==> src/t8ex_pkg.sv <==
package t8ex_pkg;

    // instruction groups, opcode byte bits 7:6
    localparam logic [1:0] GRP_MOVE  = 2'd0;
    localparam logic [1:0] GRP_ARITH = 2'd1;
    localparam logic [1:0] GRP_LOGIC = 2'd2;
    localparam logic [1:0] GRP_JUMP  = 2'd3;

    // operations, opcode byte bits 5:4, per group
    localparam logic [1:0] OP_LDI   = 2'd0;
    localparam logic [1:0] OP_LD    = 2'd1;
    localparam logic [1:0] OP_ST    = 2'd2;
    localparam logic [1:0] OP_MOV   = 2'd3;

    localparam logic [1:0] OP_ADD   = 2'd0;
    localparam logic [1:0] OP_SUB   = 2'd1;
    localparam logic [1:0] OP_MUL   = 2'd2;
    localparam logic [1:0] OP_ADDI  = 2'd3;

    localparam logic [1:0] OP_AND   = 2'd0;
    localparam logic [1:0] OP_OR    = 2'd1;
    localparam logic [1:0] OP_XOR   = 2'd2;
    localparam logic [1:0] OP_NOT   = 2'd3;

    localparam logic [1:0] OP_JMP   = 2'd0;
    localparam logic [1:0] OP_JMPZ  = 2'd1;
    localparam logic [1:0] OP_JMPNZ = 2'd2;
    localparam logic [1:0] OP_HLT   = 2'd3;

    // status codes
    localparam logic ST_OK    = 1'b0;
    localparam logic ST_UNSUP = 1'b1;

    // register map, index is paddr[2]
    localparam int  APB_AW      = 3;
    localparam logic REG_ENTRY  = 1'b0;
    localparam logic [7:0] ENTRY_RESET = 8'h40;

    // pc step for a two-byte instruction
    localparam logic [7:0] PC_STEP = 8'd2;

    typedef struct packed {
        logic [7:0] dest_value;
        logic [3:0] dest_index;
        logic       reg_written;
        logic       halted;
        logic [7:0] next_pc;
    } t_result;

endpackage

==> src/toy_8bit_cpu_execute.sv <==
// Execute stage of a small 8-bit processor. Each input beat carries one two-byte
// instruction (opcode byte in tdata[7:0], operand byte in tdata[15:8]); each output
// beat gives the next pc, the halt flag and the register write-back, with the status
// bit on tuser (1 = unsupported return form, LDI to r0, executed as a no-op). The
// register file and the data memory sit in synchronous RAMs with a registered read.
// An instruction's operands are read at the edge that accepts it; the instruction is
// executed and written back at the edge on which it leaves the execute stage, which
// is held while the output register is full and not drained. Results leave through
// the output register. A new beat is taken every cycle as long as it is drained. A
// write made at the same edge as the next instruction's read is bypassed into that
// instruction. Reset clears the registers and the data memory through per-entry valid
// bits, so no clearing pass is run and beats are taken right after reset. Writing
// entry_address (APB byte address 0) also loads the program counter; write it only
// while no beat is in flight. Once HLT has executed, every later beat returns the held
// pc with halted set and changes nothing.
module toy_8bit_cpu_execute #(
    parameter int REG_COUNT = 16,
    parameter int MEM_DEPTH = 256
) (
    input  logic                        i_clk,
    input  logic                        i_rst_n,
    // instruction beats
    input  logic                        s_tvalid,
    output logic                        s_tready,
    input  logic [15:0]                 s_tdata,   // opcode_byte, operand_byte
    // result beats
    output logic                        m_tvalid,
    input  logic                        m_tready,
    output logic [23:0]                 m_tdata,   // next_pc, halted, reg_written,
                                                   // dest_index, dest_value, zero pad
    output logic                        m_tuser,   // status
    // configuration
    input  logic                        psel,
    input  logic                        penable,
    input  logic                        pwrite,
    input  logic [t8ex_pkg::APB_AW-1:0] paddr,
    input  logic [31:0]                 pwdata,
    output logic [31:0]                 prdata,
    output logic                        pready
);

    import t8ex_pkg::*;

    localparam int RA = (REG_COUNT > 1) ? $clog2(REG_COUNT) : 1;
    localparam int MA = $clog2(MEM_DEPTH);

    // configuration and architectural state
    logic [7:0] r_entry;
    logic [7:0] r_pc;
    logic       r_halt;
    logic       cfg_wr;

    // per-entry valid bits stand in for the reset clear of both stores
    logic [REG_COUNT-1:0] r_reg_vld;
    logic [MEM_DEPTH-1:0] r_mem_vld;

    // execute stage (data from the RAMs arrives here)
    logic       r_s1_vld;
    logic [7:0] r_s1_opc;
    logic [7:0] r_s1_opr;
    logic       r_s1_a_ok;   // rd in range and written since reset
    logic       r_s1_b_ok;
    logic       r_s1_m_ok;
    logic       r_s1_byp;    // previous instruction executed on the accept edge

    // last write-back, for the bypass
    logic       r_lw_reg_we;
    logic [3:0] r_lw_reg_idx;
    logic [7:0] r_lw_reg_val;
    logic       r_lw_mem_we;
    logic [7:0] r_lw_mem_addr;
    logic [7:0] r_lw_mem_val;

    // output register
    logic       r_out_vld;
    t_result    r_out;
    logic       r_out_st;

    logic       s_acc;
    logic       s1_fire;
    logic [7:0] acc_opc;
    logic [7:0] acc_opr;
    logic [3:0] acc_rd;
    logic [3:0] acc_rs;
    logic       acc_rd_in;
    logic       acc_rs_in;
    logic       acc_m_in;

    logic [7:0] rf_a_q;
    logic [7:0] rf_b_q;
    logic [7:0] dm_q;

    logic [1:0] grp;
    logic [1:0] op;
    logic [3:0] rd;
    logic [3:0] rs;
    logic [7:0] a;
    logic [7:0] b;
    logic [7:0] m;
    logic [7:0] prod;
    logic       rd_in;
    logic       m_in;

    logic       n_wr;
    logic [7:0] n_val;
    logic [7:0] n_pc;
    logic       n_halt;
    logic       n_st;
    logic       n_mem_we;
    t_result    n_out;

    // ---------------- configuration port ----------------
    assign pready = 1'b1;
    assign cfg_wr = psel && penable && pwrite && (paddr[2] == REG_ENTRY);
    assign prdata = (paddr[2] == REG_ENTRY) ? {24'd0, r_entry} : 32'd0;

    // ---------------- handshakes ----------------
    assign s1_fire  = r_s1_vld && (!r_out_vld || m_tready);
    assign s_tready = !r_s1_vld || s1_fire;
    assign s_acc    = s_tvalid && s_tready;

    // ---------------- read side ----------------
    assign acc_opc   = s_tdata[7:0];
    assign acc_opr   = s_tdata[15:8];
    assign acc_rd    = acc_opc[3:0];
    assign acc_rs    = acc_opr[3:0];
    assign acc_rd_in = (int'(acc_rd) < REG_COUNT);
    assign acc_rs_in = (int'(acc_rs) < REG_COUNT);
    assign acc_m_in  = (int'(acc_opr) < MEM_DEPTH);

    // two copies of the register file give the two read ports
    t8ex_ram #(.WIDTH(8), .DEPTH(REG_COUNT)) u_rf_a (
        .i_clk   (i_clk),
        .i_we    (s1_fire && n_wr),
        .i_waddr (rd[RA-1:0]),
        .i_wdata (n_val),
        .i_re    (s_acc),
        .i_raddr (acc_rd[RA-1:0]),
        .o_rdata (rf_a_q)
    );

    t8ex_ram #(.WIDTH(8), .DEPTH(REG_COUNT)) u_rf_b (
        .i_clk   (i_clk),
        .i_we    (s1_fire && n_wr),
        .i_waddr (rd[RA-1:0]),
        .i_wdata (n_val),
        .i_re    (s_acc),
        .i_raddr (acc_rs[RA-1:0]),
        .o_rdata (rf_b_q)
    );

    t8ex_ram #(.WIDTH(8), .DEPTH(MEM_DEPTH)) u_dmem (
        .i_clk   (i_clk),
        .i_we    (s1_fire && n_mem_we),
        .i_waddr (r_s1_opr[MA-1:0]),
        .i_wdata (a),
        .i_re    (s_acc),
        .i_raddr (acc_opr[MA-1:0]),
        .o_rdata (dm_q)
    );

    always_ff @(posedge i_clk) begin
        if (!i_rst_n) begin
            r_s1_vld <= 1'b0;
        end else if (s_acc) begin
            r_s1_vld <= 1'b1;
        end else if (s1_fire) begin
            r_s1_vld <= 1'b0;
        end
    end

    // stage payload, no reset needed
    always_ff @(posedge i_clk) begin
        if (s_acc) begin
            r_s1_opc  <= acc_opc;
            r_s1_opr  <= acc_opr;
            r_s1_a_ok <= acc_rd_in && r_reg_vld[acc_rd[RA-1:0]];
            r_s1_b_ok <= acc_rs_in && r_reg_vld[acc_rs[RA-1:0]];
            r_s1_m_ok <= acc_m_in && r_mem_vld[acc_opr[MA-1:0]];
            r_s1_byp  <= s1_fire;
        end
    end

    // ---------------- execute ----------------
    assign grp   = r_s1_opc[7:6];
    assign op    = r_s1_opc[5:4];
    assign rd    = r_s1_opc[3:0];
    assign rs    = r_s1_opr[3:0];
    assign rd_in = (int'(rd) < REG_COUNT);
    assign m_in  = (int'(r_s1_opr) < MEM_DEPTH);

    // operand select: bypass of the write made on the accept edge, else RAM, else zero
    always_comb begin
        if (r_s1_byp && r_lw_reg_we && (r_lw_reg_idx == rd)) begin
            a = r_lw_reg_val;
        end else begin
            a = r_s1_a_ok ? rf_a_q : 8'd0;
        end
        if (r_s1_byp && r_lw_reg_we && (r_lw_reg_idx == rs)) begin
            b = r_lw_reg_val;
        end else begin
            b = r_s1_b_ok ? rf_b_q : 8'd0;
        end
        if (r_s1_byp && r_lw_mem_we && (r_lw_mem_addr == r_s1_opr)) begin
            m = r_lw_mem_val;
        end else begin
            m = r_s1_m_ok ? dm_q : 8'd0;
        end
    end

    assign prod = 8'(16'(a) * 16'(b));

    always_comb begin
        n_wr     = 1'b0;
        n_val    = 8'd0;
        n_pc     = r_pc + PC_STEP;
        n_halt   = r_halt;
        n_st     = ST_OK;
        n_mem_we = 1'b0;
        case (grp)
            GRP_MOVE: begin
                case (op)
                    OP_LDI: begin
                        if (rd == 4'd0) begin
                            n_st = ST_UNSUP;   // return form
                        end else begin
                            n_wr  = 1'b1;
                            n_val = r_s1_opr;
                        end
                    end
                    OP_LD: begin
                        n_wr  = 1'b1;
                        n_val = m;
                    end
                    OP_ST: begin
                        n_mem_we = m_in;
                    end
                    default: begin
                        n_wr  = 1'b1;
                        n_val = b;
                    end
                endcase
            end
            GRP_ARITH: begin
                n_wr = 1'b1;
                case (op)
                    OP_ADD:  n_val = a + b;
                    OP_SUB:  n_val = a - b;
                    OP_MUL:  n_val = prod;
                    default: n_val = a + r_s1_opr;
                endcase
            end
            GRP_LOGIC: begin
                n_wr = 1'b1;
                case (op)
                    OP_AND:  n_val = a & b;
                    OP_OR:   n_val = a | b;
                    OP_XOR:  n_val = a ^ b;
                    default: n_val = ~b;
                endcase
            end
            default: begin
                case (op)
                    OP_JMP:   n_pc = r_s1_opr;
                    OP_JMPZ:  if (a == 8'd0) n_pc = r_s1_opr;
                    OP_JMPNZ: if (a != 8'd0) n_pc = r_s1_opr;
                    default:  n_halt = 1'b1;
                endcase
            end
        endcase

        // writes past the register file are dropped
        if (!rd_in) begin
            n_wr  = 1'b0;
            n_val = 8'd0;
        end

        // halted: nothing changes, pc held
        if (r_halt) begin
            n_wr     = 1'b0;
            n_val    = 8'd0;
            n_pc     = r_pc;
            n_st     = ST_OK;
            n_mem_we = 1'b0;
        end

        n_out.next_pc     = n_pc;
        n_out.halted      = n_halt;
        n_out.reg_written = n_wr;
        n_out.dest_index  = n_wr ? rd : 4'd0;
        n_out.dest_value  = n_val;
    end

    // ---------------- state update ----------------
    always_ff @(posedge i_clk) begin
        if (!i_rst_n) begin
            r_entry     <= ENTRY_RESET;
            r_pc        <= ENTRY_RESET;
            r_halt      <= 1'b0;
            r_reg_vld   <= '0;
            r_mem_vld   <= '0;
            r_lw_reg_we <= 1'b0;
            r_lw_mem_we <= 1'b0;
        end else begin
            if (cfg_wr) begin
                r_entry <= pwdata[7:0];
                r_pc    <= pwdata[7:0];
            end
            if (s1_fire) begin
                r_pc        <= n_pc;
                r_halt      <= n_halt;
                r_lw_reg_we <= n_wr;
                r_lw_mem_we <= n_mem_we;
                if (n_wr) begin
                    r_reg_vld[rd[RA-1:0]] <= 1'b1;
                end
                if (n_mem_we) begin
                    r_mem_vld[r_s1_opr[MA-1:0]] <= 1'b1;
                end
            end
        end
    end

    always_ff @(posedge i_clk) begin
        if (s1_fire) begin
            r_lw_reg_idx  <= rd;
            r_lw_reg_val  <= n_val;
            r_lw_mem_addr <= r_s1_opr;
            r_lw_mem_val  <= a;
        end
    end

    // ---------------- output register ----------------
    always_ff @(posedge i_clk) begin
        if (!i_rst_n) begin
            r_out_vld <= 1'b0;
        end else if (s1_fire) begin
            r_out_vld <= 1'b1;
        end else if (m_tready) begin
            r_out_vld <= 1'b0;
        end
    end

    always_ff @(posedge i_clk) begin
        if (s1_fire) begin
            r_out    <= n_out;
            r_out_st <= n_st;
        end
    end

    assign m_tvalid = r_out_vld;
    assign m_tdata  = {2'b00, r_out.dest_value, r_out.dest_index, r_out.reg_written,
                       r_out.halted, r_out.next_pc};
    assign m_tuser  = r_out_st;

`ifndef SYNTH
    // halt flag is sticky
    a_halt_sticky: assert property (@(posedge i_clk) disable iff (!i_rst_n)
        r_halt |=> r_halt)
        else $error("halt flag cleared");

    // a halting or halted result never writes a register and is never flagged
    a_halt_no_wb: assert property (@(posedge i_clk) disable iff (!i_rst_n)
        (r_out_vld && r_out.halted) |-> (!r_out.reg_written && r_out_st == ST_OK))
        else $error("write-back while halted");

    // no write-back means zero index and value
    a_wb_zero: assert property (@(posedge i_clk) disable iff (!i_rst_n)
        (r_out_vld && !r_out.reg_written) |->
        (r_out.dest_index == 4'd0 && r_out.dest_value == 8'd0))
        else $error("stale write-back fields");

    // a stalled instruction keeps its operands until it executes
    a_s1_hold: assert property (@(posedge i_clk) disable iff (!i_rst_n)
        (r_s1_vld && !s1_fire) |=> (r_s1_vld && $stable(r_s1_opc) && $stable(r_s1_opr)))
        else $error("execute stage lost its instruction");
`endif

endmodule

==> src/t8ex_ram.sv <==
module t8ex_ram #(
    parameter int WIDTH = 8,
    parameter int DEPTH = 16
) (
    input  logic                     i_clk,
    input  logic                     i_we,
    input  logic [$clog2(DEPTH)-1:0] i_waddr,
    input  logic [WIDTH-1:0]         i_wdata,
    input  logic                     i_re,
    input  logic [$clog2(DEPTH)-1:0] i_raddr,
    output logic [WIDTH-1:0]         o_rdata
);

    logic [WIDTH-1:0] r_mem [DEPTH];
    logic [WIDTH-1:0] r_rdata;

    always_ff @(posedge i_clk) begin
        if (i_we) begin
            r_mem[i_waddr] <= i_wdata;
        end
        if (i_re) begin
            r_rdata <= r_mem[i_raddr];
        end
    end

    assign o_rdata = r_rdata;

endmodule
==> config.mk <==
export PLATFORM = sky130hd
export DESIGN_NAME = toy_8bit_cpu_execute
export DESIGN_NICKNAME = d
export VERILOG_FILES = /design/src/t8ex_pkg.sv /design/src/toy_8bit_cpu_execute.sv /design/src/t8ex_ram.sv
export SDC_FILE = /design/constraint.sdc
export NUM_CORES = 2
export LEC_CHECK = 0
export BUFFER_PORTS_ARGS = -buffer_cell sky130_fd_sc_hd__buf_2
export CAP_MARGIN = 20
export CORE_ASPECT_RATIO = 0.75
export CORE_MARGIN = 1.5
export CORE_UTILIZATION = 46
export CTS_BUF_LIST = sky130_fd_sc_hd__clkbuf_8
export CTS_CLUSTER_DIAMETER = 120
export DETAILED_ROUTE_END_ITERATION = 10
export GPL_ROUTABILITY_DRIVEN = 1
export PLACE_DENSITY = 0.73
export SETUP_SLACK_MARGIN = 0.05
export SLEW_MARGIN = 20
export SYNTH_ARGS = -nofsm -noshare
export SYNTH_HDL_FRONTEND = slang
export SYNTH_SLANG_ARGS = --single-unit
export TNS_END_PERCENT = 20
==> constraint.sdc <==
create_clock -name i_clk -period 12 [get_ports i_clk]
set_clock_uncertainty 0.15 [all_clocks]
set_input_delay 1.2 -clock i_clk [delete_from_list [all_inputs] [get_ports i_clk]]
set_output_delay 1.2 -clock i_clk [all_outputs]
set_load 0.02 [all_outputs]
==> results.md <==
Critical path:
- Broken down by cell family, the worst path's largest delay share belongs to adder cells.
- In this run the critical register-to-register path is launched from r_s1_opc[3]$_DFFE_PP_.
- The cell with the most instances on the worst path is inv_1.
- STA classifies the critical path endpoint as a register.
- The worst setup path is of the reg2reg kind.
- The data required time at the worst endpoint is 12.48 ns.
- The number of buffers and inverters on the critical path is 5.
- The worst setup path is launched from a register.
- Traced cell by cell, the critical path runs through xnor2_1, and3_1, nand2_4, a31oi_2, clkinv_8, ha_1, inv_1, fa_1, inv_1, fa_1, ha_1, inv_1, fa_1, inv_1, ha_1, a21o_1, a21oi_1, xnor2_1, xnor2_1, xnor3_1, xor3_1, a31oi_1, o22ai_2.
- The critical path starts at r_s1_opc[3]$_DFFE_PP_.
- The largest fanout on the critical path is 198.
- The slowest stage of the critical path belongs to the cell clkinv_8.
- For this run, the slowest stage of the critical path takes approximately 0.71 ns.
- The worst endpoint data arrival time is 8.44 ns.

Clock network:
- After clock tree synthesis, the setup repair step added 0 buffers.
- The number of buffers inserted during clock tree synthesis is 361.
- The buffer depth of the longest clock path is 4.
- The number of hold buffers added after CTS is 0.
- Counting every sink on the clock net gives about 2600.
- The latest clock arrival within the worst-skew pair is ~0.95 ns.
- TritonCTS built the clock tree.
- In this run, post-CTS repair resized a total of 0 instances.
- The H-tree was split into 5 levels.
- The tree is rooted in a clkbuf_8.
- The clock-pin slew on the worst setup and hold paths is 0.06 ns.

Global route:
- The number of antenna violations at the first check in global routing is 20.
- Entering global routing, the biggest net connects approximately 230 pins.
- The number of global-route vias before repair is ~50000.
- Global routing finished with a remaining overflow of 0.
- The global-route total usage across every layer is 0.207.
- The first global-routing pass estimated 342000 um of wire.

Timing:
- The final-report hold violation count is 0.
- Adding up every negative setup slack in the final design gives 0 ns.
- Headroom to the max-slew limit came out at 0.180.
- At the pin with the least slew margin, the transition time is 1.23 ns.
- Of the available clock period, the critical path in the final layout requires 0.663.
- The max-slew violation total from the final report was 0.
- Derived from the worst setup path, the maximum achievable clock frequency is approximately 0.13 GHz.
- The final setup violation count is 0.
- Setup repair after global routing left no endpoint under its margin.
- The minimum period implied by the final worst setup slack is about 8 ns.

Floorplanning:
- The initial core utilization is 0.463.
- The die area is 0.224 mm2.
- Measured along the x axis, the die boundary spans 546 um.
- In this run the core area contains 149 standard-cell rows.
- The core area is around 0.22 mm2.
- The boundary pin count is around 120.
- The die is around 410 um tall.

Synth:
- The number of flops mapped to enable cells by yosys is 2263.
- The most frequently used flop master after synthesis is edfxtp_1.
- A synthesized cell averages 20.8 um2.
- The number of instances in the synthesized netlist is 4889.
- The sequential area share after synthesis is 0.726.
- In the synthesized netlist the async set-or-reset flop fraction comes to 0.
- The number of register bits inferred by synthesis is between 2000 and 3000.
- During synthesis, Yosys emitted a total of 0 warnings.
- The synthesized netlist occupies a cell area of 0.102 mm2.
- The number of distinct library cell variants in the gate-level netlist after synthesis is about 70.

Finish:
- The finished cells cover 0.112 mm2.
- In the final layout, the share of cells above drive strength 1 is 0.281.
- Once layout is complete, the cells apart from fillers number roughly 8300.
- The layout overhead on the synthesized area is 10.2%.
- The total number of nets in the final design is approximately 5200.

Drt:
- The number of remaining DRC errors is 0.
- Once detail routing completed, the nets flagged for antenna violations numbered 0.
- The first-pass detailed-route iteration total is 8.
- In the routed layout, each cell is associated on average with a via count of 6.10.
- Wires add up to 235000 um.
- The routed length per instance is around 28 um.
- The number of design-rule violations left by the first detailed-router iteration is 7508.
- For this block, the via count after detailed routing is 50756.

Min path:
- In this run the worst hold path is classified as in2reg.
- The start point of the worst hold path is s_tdata[7].

Run:
- Max-cap violations in this run came to 0.

Power:
- The worst-case IR drop observed on VDD is 144 uV.
- The overall power is between 15000 and 20000 uW.
- In this run the static leakage power is 0.0361 uW.
- Dividing total power by cell area gives a power density of 154 mW/mm2.

Placement:
- The total instance count after detailed placement is 7670.
- The final estimated routing congestion in global placement is about 0.88.
- After detailed placement, the total cell area comes to 0.105 mm2.
- The HPWL after detailed placement is 136000 um.
- Buffers placed on the I/O ports in this run total 64.

Run status:
- The run finished with clean final reports.
sequential cells by signal (all words and copies together), names as in the netlist, 4 cells and up:
register / flops
u_dmem.r_mem: 2048
r_mem_vld: 256
u_rf_a.r_mem: 128
m_tdata: 22
r_reg_vld: 16
r_entry: 8
r_lw_mem_addr: 8
r_lw_mem_val: 8
r_pc: 8
r_s1_opc: 8
r_s1_opr: 8
u_dmem.o_rdata: 8
u_rf_a.o_rdata: 8
u_rf_b.o_rdata: 8
r_lw_reg_idx: 4
final timing paths:
kind,cells past startpoint,end,slack (ns)
max reg2reg,23,u_rf_a.r_mem[0][7]$_DFFE_PP_,4.04
max,23,u_rf_a.r_mem[0][7]$_DFFE_PP_,4.04
min reg2reg,1,r_mem_vld[26]$_SDFFE_PN0P_,0.31
min,1,r_s1_opc[7]$_DFFE_PP_,0.28
worst register-to-register path, cell delays in order (launching register included):
cell,delay (ns)
edfxtp_1,0.63
xnor2_1,0.30
and3_1,0.36
nand2_4,0.17
a31oi_2,0.65
clkinv_8,0.72
ha_1,0.60
inv_1,0.09
fa_1,0.18
inv_1,0.05
fa_1,0.43
ha_1,0.29
inv_1,0.05
fa_1,0.48
inv_1,0.05
ha_1,0.31
a21o_1,0.20
a21oi_1,0.20
xnor2_1,0.18
xnor2_1,0.16
xnor3_1,0.42
xor3_1,0.24
a31oi_1,0.12
o22ai_2,0.63
layout by cell type (no fill, tap or decap), drive strengths merged, types with 12 or more instances in the layout:
cell,netlist,routed
buf,143,134
ha,49,49
clkbuf,177,401
conb,2,27
xnor2,26,26
nand3,40,40
o21a,275,275
nand4,13,13
edfxtp,2263,2263
nand2,102,102
xor2,13,13
a21oi,38,38
nor2b,15,15
inv,65,199
dfxtp,293,293
nor2,324,324
fa,12,12
clkinv,0,97
o21ai,21,21
mux4,863,863
power by group:
part	leakage [uW]	total, uW	switching (uW)	internal, uW
logic	0.00899	989	614	375
registers	0.0231	9740	28.9	9710
clock network	0.00396	6530	3260	3270
total	0.0361	17300	3900	13400
per-layer routing:
metal / up-vias / share of wire / track usage
li1: 20611 / - / -
met1: 26945 / 0.42 / 0.321
met2: 2812 / 0.44 / 0.295
met3: 386 / 0.11 / 0.0497
met4: 2 / 0.022 / 0.0515
met5: - / 0.000055 / 0
metrics by stage:
| step | setup slack [ns] | utilization | hold slack [ns] |
|---|---|---|---|
| after floorplan | 2.95 | - | 0.271 |
| after global placement | 3.94 | 0.479 | 0.290 |
| after detailed placement | 3.60 | 0.479 | 0.298 |
| after CTS | 3.56 | 0.510 | 0.209 |
| after global routing | 3.60 | 0.510 | 0.246 |
| final | 4.04 | 0.510 | 0.283 |
kinds of logic after synthesis:
kind of cell | synth area share
flops | 0.726
mux | 0.193
simple gates | 0.0228
compound gates | 0.0300
buf+inv | 0.0163
fa+ha+maj | 0.00848
xor+xnor | 0.00411
other cells | 0.0000738
area by class of cell:
class,count,area [um2]
Timing Repair Buffer,134,1030
Fill cell,16937,108000
Antenna cell,5,12.5
Clock buffer,401,5520
Tap cell,2944,3680
Sequential cell,2556,73800
Inverter,65,302
Clock inverter,247,1290
Multi-Input combinational cell,1973,26500
synth_stat cells (all sizes together), types with 6 or more instances:
library cell	count	area share
xnor2	26	0.0023
dfxtp	293	0.058
o21a	275	0.020
ha	49	0.0060
nand3	40	0.0020
mux2	7	0.00081
a21boi	9	0.00066
a21oi	38	0.0019
a31o	6	0.00052
o21ai	21	0.0010
xor2	13	0.0011
nand4	13	0.00080
inv	65	0.0024
buf	143	0.0073
nor3	10	0.00049
a31oi	10	0.00061
clkbuf	177	0.0065
mux2i	7	0.00093
nor2	324	0.012
fa	12	0.0024
mux4	863	0.19
and2	8	0.00049
and3	10	0.00061
nor4	8	0.00049
nand2	102	0.0038
o211a	7	0.00069
edfxtp	2263	0.67
nor2b	15	0.00092
a21o	10	0.00074
No activity file was read; power rests on OpenSTA's default activity.
